File: src/rtl/dcs_pkg.sv
`timescale 1ns / 1ps
// ----------------------------------------------------------------------------
// dcs_pkg
// Shared widths, operation codes, word types and helpers for the darkest
// circle selector.
// ----------------------------------------------------------------------------
package dcs_pkg;

   // Default number of circle slots (cells in the chain)
   localparam int MAX_CIRCLES_DEF = 8;
   // Pixels at this row or column and beyond add nothing
   localparam int MAX_SIDE        = 1024;

   localparam int KIND_W  = 2;
   localparam int SLOT_W  = 3;
   localparam int COORD_W = 10;
   localparam int PIX_W   = 8;
   localparam int SUM_W   = 28;
   localparam int SQ_W    = 2 * COORD_W;

   localparam logic [SUM_W-1:0] SUM_MAX = {SUM_W{1'b1}};

   typedef enum logic [KIND_W-1:0] {
      OP_CLEAR = 2'd0,
      OP_LOAD  = 2'd1,
      OP_PIXEL = 2'd2
   } dcs_op_type;

   // One input word as it travels down the chain
   typedef struct packed {
      dcs_op_type         op;
      logic [SLOT_W-1:0]  slot;
      logic [COORD_W-1:0] center_x;
      logic [COORD_W-1:0] center_y;
      logic [COORD_W-1:0] radius;
      logic [COORD_W-1:0] row;
      logic [COORD_W-1:0] col;
      logic [PIX_W-1:0]   pixel_value;
      logic               last_pixel;
      logic               in_bounds;
   } dcs_word_type;

   // Running minimum carried alongside a word
   typedef struct packed {
      logic               found;
      logic [SLOT_W-1:0]  slot;
      logic [COORD_W-1:0] center_x;
      logic [COORD_W-1:0] center_y;
      logic [COORD_W-1:0] radius;
      logic [SUM_W-1:0]   sum;
   } dcs_best_type;

   // Square of the absolute difference of two coordinates
   function automatic logic [SQ_W-1:0] sq_diff(input logic [COORD_W-1:0] a,
                                               input logic [COORD_W-1:0] b);
      logic [COORD_W-1:0] d;
      d = (a >= b) ? (a - b) : (b - a);
      return SQ_W'(d) * SQ_W'(d);
   endfunction

endpackage

File: src/rtl/dcs_cell.sv
`timescale 1ns / 1ps
// ----------------------------------------------------------------------------
// dcs_cell
// One circle slot: holds the circle and its running sum, tests each passing
// pixel against the circle and folds its sum into the running minimum.
// ----------------------------------------------------------------------------
module dcs_cell #(
   parameter int INDEX = 0
) (
   input  logic                  clock,
   input  logic                  reset,
   input  logic                  adv,
   input  logic                  in_vld,
   input  dcs_pkg::dcs_word_type in_word,
   input  dcs_pkg::dcs_best_type in_best,
   output logic                  out_vld,
   output dcs_pkg::dcs_word_type out_word,
   output dcs_pkg::dcs_best_type out_best
);

   // Circle storage
   logic                        circ_vld_ff;
   logic [dcs_pkg::COORD_W-1:0] cx_ff, cy_ff, rad_ff;
   logic [dcs_pkg::SUM_W-1:0]   sum_ff, sum_in;

   // Stage A registers: squares and circle snapshot
   logic                        a_vld_ff;
   dcs_pkg::dcs_word_type       a_word_ff;
   dcs_pkg::dcs_best_type       a_best_ff;
   logic                        a_circ_vld_ff;
   logic [dcs_pkg::COORD_W-1:0] a_cx_ff, a_cy_ff, a_rad_ff;
   logic [dcs_pkg::SQ_W-1:0]    a_d2x_ff, a_d2y_ff, a_r2_ff;

   // Stage B registers: word and best handed to the next cell
   logic                        b_vld_ff;
   dcs_pkg::dcs_word_type       b_word_ff;
   dcs_pkg::dcs_best_type       b_best_ff;

   logic                        load_hit;
   logic                        a_load_hit;
   logic                        hit;
   logic [dcs_pkg::SUM_W:0]     acc;
   logic [dcs_pkg::SUM_W-1:0]   sum_upd;
   dcs_pkg::dcs_best_type       best_in;

   assign load_hit   = (in_word.op == dcs_pkg::OP_LOAD) && (int'(in_word.slot) == INDEX);
   assign a_load_hit = (a_word_ff.op == dcs_pkg::OP_LOAD) && (int'(a_word_ff.slot) == INDEX);

   // Update the stored circle on clear and on a load aimed at this slot
   always_ff @(posedge clock) begin
      if (reset) begin
         circ_vld_ff <= 1'b0;
         cx_ff       <= '0;
         cy_ff       <= '0;
         rad_ff      <= '0;
      end else if (adv && in_vld) begin
         if (in_word.op == dcs_pkg::OP_CLEAR) begin
            circ_vld_ff <= 1'b0;
         end else if (load_hit) begin
            circ_vld_ff <= 1'b1;
            cx_ff       <= in_word.center_x;
            cy_ff       <= in_word.center_y;
            rad_ff      <= in_word.radius;
         end
      end
   end

   // Stage A: square the distances and the radius
   always_ff @(posedge clock) begin
      if (reset) begin
         a_vld_ff <= 1'b0;
      end else if (adv) begin
         a_vld_ff <= in_vld;
      end
   end

   always_ff @(posedge clock) begin
      if (adv) begin
         a_word_ff     <= in_word;
         a_best_ff     <= in_best;
         a_circ_vld_ff <= circ_vld_ff;
         a_cx_ff       <= cx_ff;
         a_cy_ff       <= cy_ff;
         a_rad_ff      <= rad_ff;
         a_d2x_ff      <= dcs_pkg::sq_diff(in_word.col, cx_ff);
         a_d2y_ff      <= dcs_pkg::sq_diff(in_word.row, cy_ff);
         a_r2_ff       <= dcs_pkg::SQ_W'(rad_ff) * dcs_pkg::SQ_W'(rad_ff);
      end
   end

   // Stage B: inside test and saturating accumulate
   assign hit = (a_word_ff.op == dcs_pkg::OP_PIXEL) && a_word_ff.in_bounds && a_circ_vld_ff
                && (({1'b0, a_d2x_ff} + {1'b0, a_d2y_ff}) < {1'b0, a_r2_ff});
   assign acc     = {1'b0, sum_ff} + (dcs_pkg::SUM_W + 1)'(a_word_ff.pixel_value);
   assign sum_upd = !hit ? sum_ff
                  : (acc[dcs_pkg::SUM_W] ? dcs_pkg::SUM_MAX : acc[dcs_pkg::SUM_W-1:0]);

   // Fold this slot into the running minimum on the frame's last pixel
   always_comb begin
      best_in = a_best_ff;
      if ((a_word_ff.op == dcs_pkg::OP_PIXEL) && a_word_ff.last_pixel && a_circ_vld_ff
          && (!a_best_ff.found || (sum_upd < a_best_ff.sum))) begin
         best_in.found    = 1'b1;
         best_in.slot     = dcs_pkg::SLOT_W'(INDEX);
         best_in.center_x = a_cx_ff;
         best_in.center_y = a_cy_ff;
         best_in.radius   = a_rad_ff;
         best_in.sum      = sum_upd;
      end
   end

   // Next sum: zero on clear, on a load here and after the last pixel
   always_comb begin
      sum_in = sum_ff;
      if (adv && a_vld_ff) begin
         unique case (a_word_ff.op)
            dcs_pkg::OP_CLEAR: sum_in = '0;
            dcs_pkg::OP_LOAD:  sum_in = a_load_hit ? '0 : sum_ff;
            dcs_pkg::OP_PIXEL: sum_in = a_word_ff.last_pixel ? '0 : sum_upd;
            default:           sum_in = sum_ff;
         endcase
      end
   end

   always_ff @(posedge clock) begin
      if (reset) begin
         sum_ff <= '0;
      end else begin
         sum_ff <= sum_in;
      end
   end

   always_ff @(posedge clock) begin
      if (reset) begin
         b_vld_ff <= 1'b0;
      end else if (adv) begin
         b_vld_ff <= a_vld_ff;
      end
   end

   always_ff @(posedge clock) begin
      if (adv) begin
         b_word_ff <= a_word_ff;
         b_best_ff <= best_in;
      end
   end

   assign out_vld  = b_vld_ff;
   assign out_word = b_word_ff;
   assign out_best = b_best_ff;

endmodule

File: config.mk
export PLATFORM = sky130hd
export DESIGN_NAME = dcs_cell
export DESIGN_NICKNAME = d
export VERILOG_FILES = /design/src/rtl/dcs_pkg.sv /design/src/rtl/dcs_cell.sv
export SDC_FILE = /design/constraint.sdc
export NUM_CORES = 1
export LEC_CHECK = 0
export BUFFER_PORTS_ARGS = -buffer_cell sky130_fd_sc_hd__buf_2
export CAP_MARGIN = 10
export CORE_ASPECT_RATIO = 0.6
export CORE_MARGIN = 2
export CORE_UTILIZATION = 65
export CTS_BUF_LIST = sky130_fd_sc_hd__clkbuf_16
export CTS_CLUSTER_DIAMETER = 50
export DETAILED_ROUTE_END_ITERATION = 10
export PLACE_DENSITY = 0.87
export SETUP_SLACK_MARGIN = 0.3
export SLEW_MARGIN = 40
export SYNTH_ARGS = -nofsm -noshare
export SYNTH_HDL_FRONTEND = slang
export SYNTH_SLANG_ARGS = --single-unit
File: constraint.sdc
create_clock -name clock -period 12.71 [get_ports clock]
set_input_delay 0.6355 -clock clock [delete_from_list [all_inputs] [get_ports clock]]
set_output_delay 0.6355 -clock clock [all_outputs]
set_load 0.02 [all_outputs]
---- Word level (Yosys, flattened, before mapping) ----
Index checks and enable logic that the tools add are counted.
storage, ports and cells
  input bits .............................. 131
  register bits ........................... 406
  output and inout port bits .............. 128
operators by class
  add/sub/neg operators ................... 6
  mux-type cells .......................... 10
  eq/ne operators ......................... 4
  multipliers ............................. 3
  reductions and logical operators ........ 21
  bitwise gates (word level) .............. 1
  magnitude comparators ................... 4
operators by type and width
  operator              count
  $mux W28              4
  $pmux W28 S3          1
  $mul A10 B10 Y20      3
  $mux W58              1
  $sub A10 B10 Y10      4
  $add A28 B8 Y29       1
  $lt A28 B28 Y1        1
  $add A20 B20 Y21      1
  $lt A21 B20 Y1        1
  $ge A10 B10 Y1        2
  $mux W10              2
  $logic_and A1 B1 Y1   10
  $logic_not A3 Y1      2
  $reduce_and A3 Y1     2
  $eq A2 B1 Y1 const B  2
  $logic_not A2 Y1      2
  $reduce_bool A3 Y1    1
  $eq A2 B2 Y1 const B  1
  $mux W1               2
  $ne A2 B2 Y1 const B  1
  $reduce_and A2 Y1     1
  $reduce_bool A2 Y1    1
  $logic_not A1 Y1      1
  $logic_or A1 B1 Y1    1
  $not A1 Y1            1

---- Depth between registers and ports, before layout ----
  word-level depth ........................ 9
  depth in mapped cells ................... 36
  gate-level depth less buffers ........... 34

---- Worst setup path before layout ----
No wires, ideal clock.
  path kind ............................... input port to flip-flop
  start ................................... input port in_word[26] in the netlist's numbering
  end ..................................... register a_d2y_ff[18] in the netlist's numbering, data pin
  arrival ................................. 7,547 ps
  setup time .............................. 258 ps
  stages .................................. 29
  path slack .............................. 4,905 ps
  buffers on the path ..................... 2
  path through ............................ inv_1 ha_1 buf_2 a21o_1 a2111oi_4 o21ai_1 nand2_1 buf_2 a21oi_1 a31oi_1 nand2_1 xnor2_1 nand2_1 fa_1 fa_1 inv_1 fa_1 fa_1 inv_1 fa_1 inv_1 ha_1 a21o_1 a21oi_1 o21ai_0 a311o_1 a31o_2 a21oi_1 xnor2_1
on the way
  cells in the longest elaborated chain, start to end .. 3
  elaborated cells between the ends (all ways) .. 5
RTL lines
  what                                                       line            text
  from (decl)                                                dcs_cell.sv:14  input dcs_pkg::dcs_word_type in_word,
  $sub A10 B10 Y10 / $ge A10 B10 Y1 (equally long branches)  dcs_pkg.sv:57   d = (a >= b) ? (a - b) : (b - a);
  $mux W10 (*)                                               dcs_pkg.sv:57
  $mul A10 B10 Y20 (*)                                       dcs_pkg.sv:58   return SQ_W'(d) * SQ_W'(d);
  to (signal assigned)                                       dcs_cell.sv:86  a_d2y_ff <= dcs_pkg::sq_diff(in_word.row, cy_ff);
  to (decl)                                                  dcs_cell.sv:32  logic [dcs_pkg::SQ_W-1:0] a_d2x_ff, a_d2y_ff, a_r2_ff;
Mark *: on every way between the ends. The rest lies on a longest branch, timed or not.
A chain may end at the register's enable or synchronous reset.

---- Final worst setup path ----
  start ................................... register cx_ff[0] in the netlist's numbering
  end ..................................... register a_d2x_ff[18] in the netlist's numbering, data pin
on the way
  cells in the longest elaborated chain, start to end .. 3
  elaborated cells between the ends (all ways) .. 5
RTL lines
  what                                                       line            text
  from (decl)                                                dcs_cell.sv:23  logic [dcs_pkg::COORD_W-1:0] cx_ff, cy_ff, rad_ff;
  from (signal assigned)                                     dcs_cell.sv:61  cx_ff <= in_word.center_x;
  $sub A10 B10 Y10 / $ge A10 B10 Y1 (equally long branches)  dcs_pkg.sv:57
  $mux W10 (*)                                               dcs_pkg.sv:57
  $mul A10 B10 Y20 (*)                                       dcs_pkg.sv:58
  to (signal assigned)                                       dcs_cell.sv:85  a_d2x_ff <= dcs_pkg::sq_diff(in_word.col, cx_ff);
  to (decl)                                                  dcs_cell.sv:32
Marked as above.

==> reports/results.txt <==
Vias in the first global route: 18.6k
Worst-path clk slew: 0.07 ns
Placed cell area: 0.0277 sq mm
Seq/Total Area, Yosys: 44.3%
Mapped Avg Cell Area: 11.4 sq um
CTS tree: yes
Area grow syn2layout: 12.5%
Reg area: 0.0115 sq mm
Core area: 0.0392 sq mm
MaxCap Viol Count: 0
Clock root cell: clkbuf_16
Net Sw Frac: 40.9%
Final #Nets: 3056
Clock sink total: 402
Synth Cell Area: 0.0259 sq mm
CP endpoint kind: flop
DR iter-0 viols: 1853
Post-route DRC: 0
Wire length of the first global-routing pass: 98800 microns
Total global routing overflow: 0
R2r endpoint: a_d2x_ff[18]
Min-delay src: in_best[20]
Worst Hold End: a_best_ff[20]
Arr. time, crit path: 9.05 ns
Slew margin rel.: 43.6%
Maximum vdd drop: 0.291 mV
Hold Crit Class: in2reg
Post-route design area: 0.0291 sq mm
Flop pwr share: 26.3%
Setup CP Type: reg2reg
Total GRT Usage: 30.7%
YS warnings: 0
Crit-path max FO: 9
Die area: 0.0415 sq mm
Ys flop type: edfxtp_1
Worst hold stages: 1
Worst R2R Start: cx_ff[0]
Max Freq: 114 MHz
# setup viols final: 0
Crit-path max cell delay: 0.75 ns
Largest net degree at the start of global routing: 84
Via count: 18.2k
Layout cells sized above 1: 17.0%
Fraction of registers with async set/reset: 0%
Post-Syn Instances: 2274
Post-CTS Setup Bufs: 0
FP Rows: 56
RSZ-0062 raised after global routing: false
Fillcell total: 2539
DR pass1 iterations: 5
Initial Utilization: 66.1%
Worst-Skew Late Latency: 0.57 ns
CTS Buf Count: 39
Startpoint Class: flop
Max Clock Skew: 0.0209 ns
CTS H-Tree Depth: 2
Worst endpoint required time: 13.02 ns
Final Hold Vio Count: 0
Switching power: 2.81 mW
Antenna-violating nets left: 0
Multi-input gate area: 0.0129 sq mm
Placement Setup Slack: 3.54 ns
Pins over their slew limit: 0
Final WL: 62400 microns
Cts hold-fix bufs: 0
Status: finished, final reports clean
Period Utilization, post-route: 68.7%
Max clock buf depth: 3
R2R setup slack: 3.97 ns
EDFF count, synth: 341
Worst-margin pin slew: 0.835 ns
Die H: 159 microns
Port bufs: 258
Placer Congestion: 0.949
Final setup TNS: 0 ns
CTS resizes: 0
Slowest CP cell: o311ai_0
Initial antenna violation count: 3
Fin worst setup slack: 3.97 ns
Drt wl/cell: 20.3 microns
Post-DP HPWL: 47300 microns
#FFs+latches synth: 402
Syn Nets: 2806
Netlist cell types: 79
Final Critical Period: 8.74 ns
Boundary Pins: 259
Combinational power share: 55.5%
Leakage power: 13.4 nW
Cell Pwr Density: 236 mW/mm^2
Clock power frac: 18.2%
Vias per cell: 5.92
Most used cell, CP: fa_1
Cell internal pwr: 4.07 mW
Worst r2r path cells: 29
Die Wd: 262 microns
flip-flops by register name, indices dropped and copies added, names as in the netlist, 10 cells and up:
| signal | flops |
|---|---|
| a_word_ff | 65 |
| a_cx_ff | 10 |
| rad_ff | 10 |
| cx_ff | 10 |
| a_best_ff | 62 |
| a_d2x_ff | 19 |
| a_rad_ff | 10 |
| a_r2_ff | 18 |
| out_best | 62 |
| cy_ff | 10 |
| a_d2y_ff | 19 |
| out_word | 65 |
| sum_ff | 28 |
| a_cy_ff | 10 |
cell usage after synthesis (all sizes together), types with 43 or more instances:
library cell / n / area share [%]
a21o: 43 / 1.2
a21oi: 135 / 2.7
and2: 52 / 1.3
dfxtp: 61 / 4.7
edfxtp: 341 / 40
fa: 148 / 11
ha: 253 / 12
inv: 336 / 4.9
mux2: 71 / 3.1
nand2: 169 / 2.5
nor2: 114 / 1.7
o21ai: 70 / 1.4
xnor2: 65 / 2.2
area by class of cell:
cell class                      instances  share of cell area (%)
Multi-Input combinational cell       1474                    44.4
Sequential cell                       402                    39.4
Timing Repair Buffer                  270                    4.85
Inverter                              337                    4.35
Clock buffer                           39                    3.35
Tap cell                              522                    2.24
Clock inverter                         33                    1.38
Antenna cell                            3                  0.0258
how the worst max path moves through the flow:
stage                start            to  slack (ns)  cells past startpoint
6_report          cx_ff[0]  a_d2x_ff[18]        3.97                     29
5_1_grt           cy_ff[6]  a_d2y_ff[18]        3.51                     26
4_1_cts           cx_ff[5]  a_d2x_ff[18]        3.92                     28
3_5_place_dp   in_word[14]  a_d2x_ff[18]        3.54                     30
3_3_place_gp   in_word[15]  a_d2x_ff[18]        3.84                     30
2_1_floorplan  in_word[26]  a_d2y_ff[18]        4.91                     29
cells by family (layout without fill, tap and decap cells):
kind of cell             Yosys count  after routing  synth area share [%]
adder cells (fa/ha/maj)          401            401                  23.7
other                              0              3                     0
AO/OA/AOI/OAI                    385            385                  9.83
flip-flops                       402            402                  44.3
AND/OR/NAND/NOR                  503            503                  9.26
XOR/XNOR                          98             98                  3.32
multiplexers                      87             87                  3.71
buffers and inverters            398            679                  5.91
worst max-delay path: cells and delay by family, from the launching register on:
family,cells,cell delay [ns]
adder cells (fa/ha/maj),8,3.31
AO/OA/AOI/OAI,10,2.92
AND/OR/NAND/NOR,4,0.73
buffers and inverters,5,0.60
XOR/XNOR,2,0.45
flip-flops,1,0.44
per-stage QoR:
step	util, %	hold WS (ns)	cells	total power, mW
6_report	74.3	0.244	3080	6.88
5_1_grt	74.3	0.229	3079	7.41
4_1_cts	74.2	0.227	3077	6.86
3_5_place_dp	70.7	0.405	3005	5.54
3_3_place_gp	70.6	0.401	3004	5.35
2_1_floorplan	-	0.400	2274	4.60
power groups by stage:
| stage | clock network [mW] | registers [mW] | logic, mW |
|---|---|---|---|
| global placement | 0 | 1.83 | 3.52 |
| CTS | 1.27 | 1.81 | 3.78 |
| global route | 1.32 | 1.82 | 4.27 |
| detailed placement | 0 | 1.83 | 3.71 |
| finish | 1.26 | 1.81 | 3.82 |
| floorplan | 0 | 1.83 | 2.77 |
per-layer routing:
| metal | up-vias | wire (microns) | global-route usage, % | part of all wire [%] |
|---|---|---|---|---|
| li1 | 8376 | - | - | - |
| met2 | 833 | 28600 | 48.8 | 46 |
| met5 | - | 0 | 0 | 0 |
| met3 | 111 | 5500 | 5.94 | 8.8 |
| met4 | 0 | 1670 | 8.60 | 2.7 |
| met1 | 8906 | 26600 | 43.4 | 43 |
cells in the final DEF (no fill, tap or decap), types with 52 or more instances in the layout:
cell,netlist,final
xnor2_1,65,65
and2_1,52,52
dfxtp_1,61,61
nand2_1,169,169
fa_1,148,148
a21oi_1,132,132
o21ai_0,60,60
buf_2,17,256
mux2_2,71,71
ha_1,253,253
edfxtp_1,341,341
inv_1,336,341
nor2_1,114,113
(Power assumes the default switching activity.)
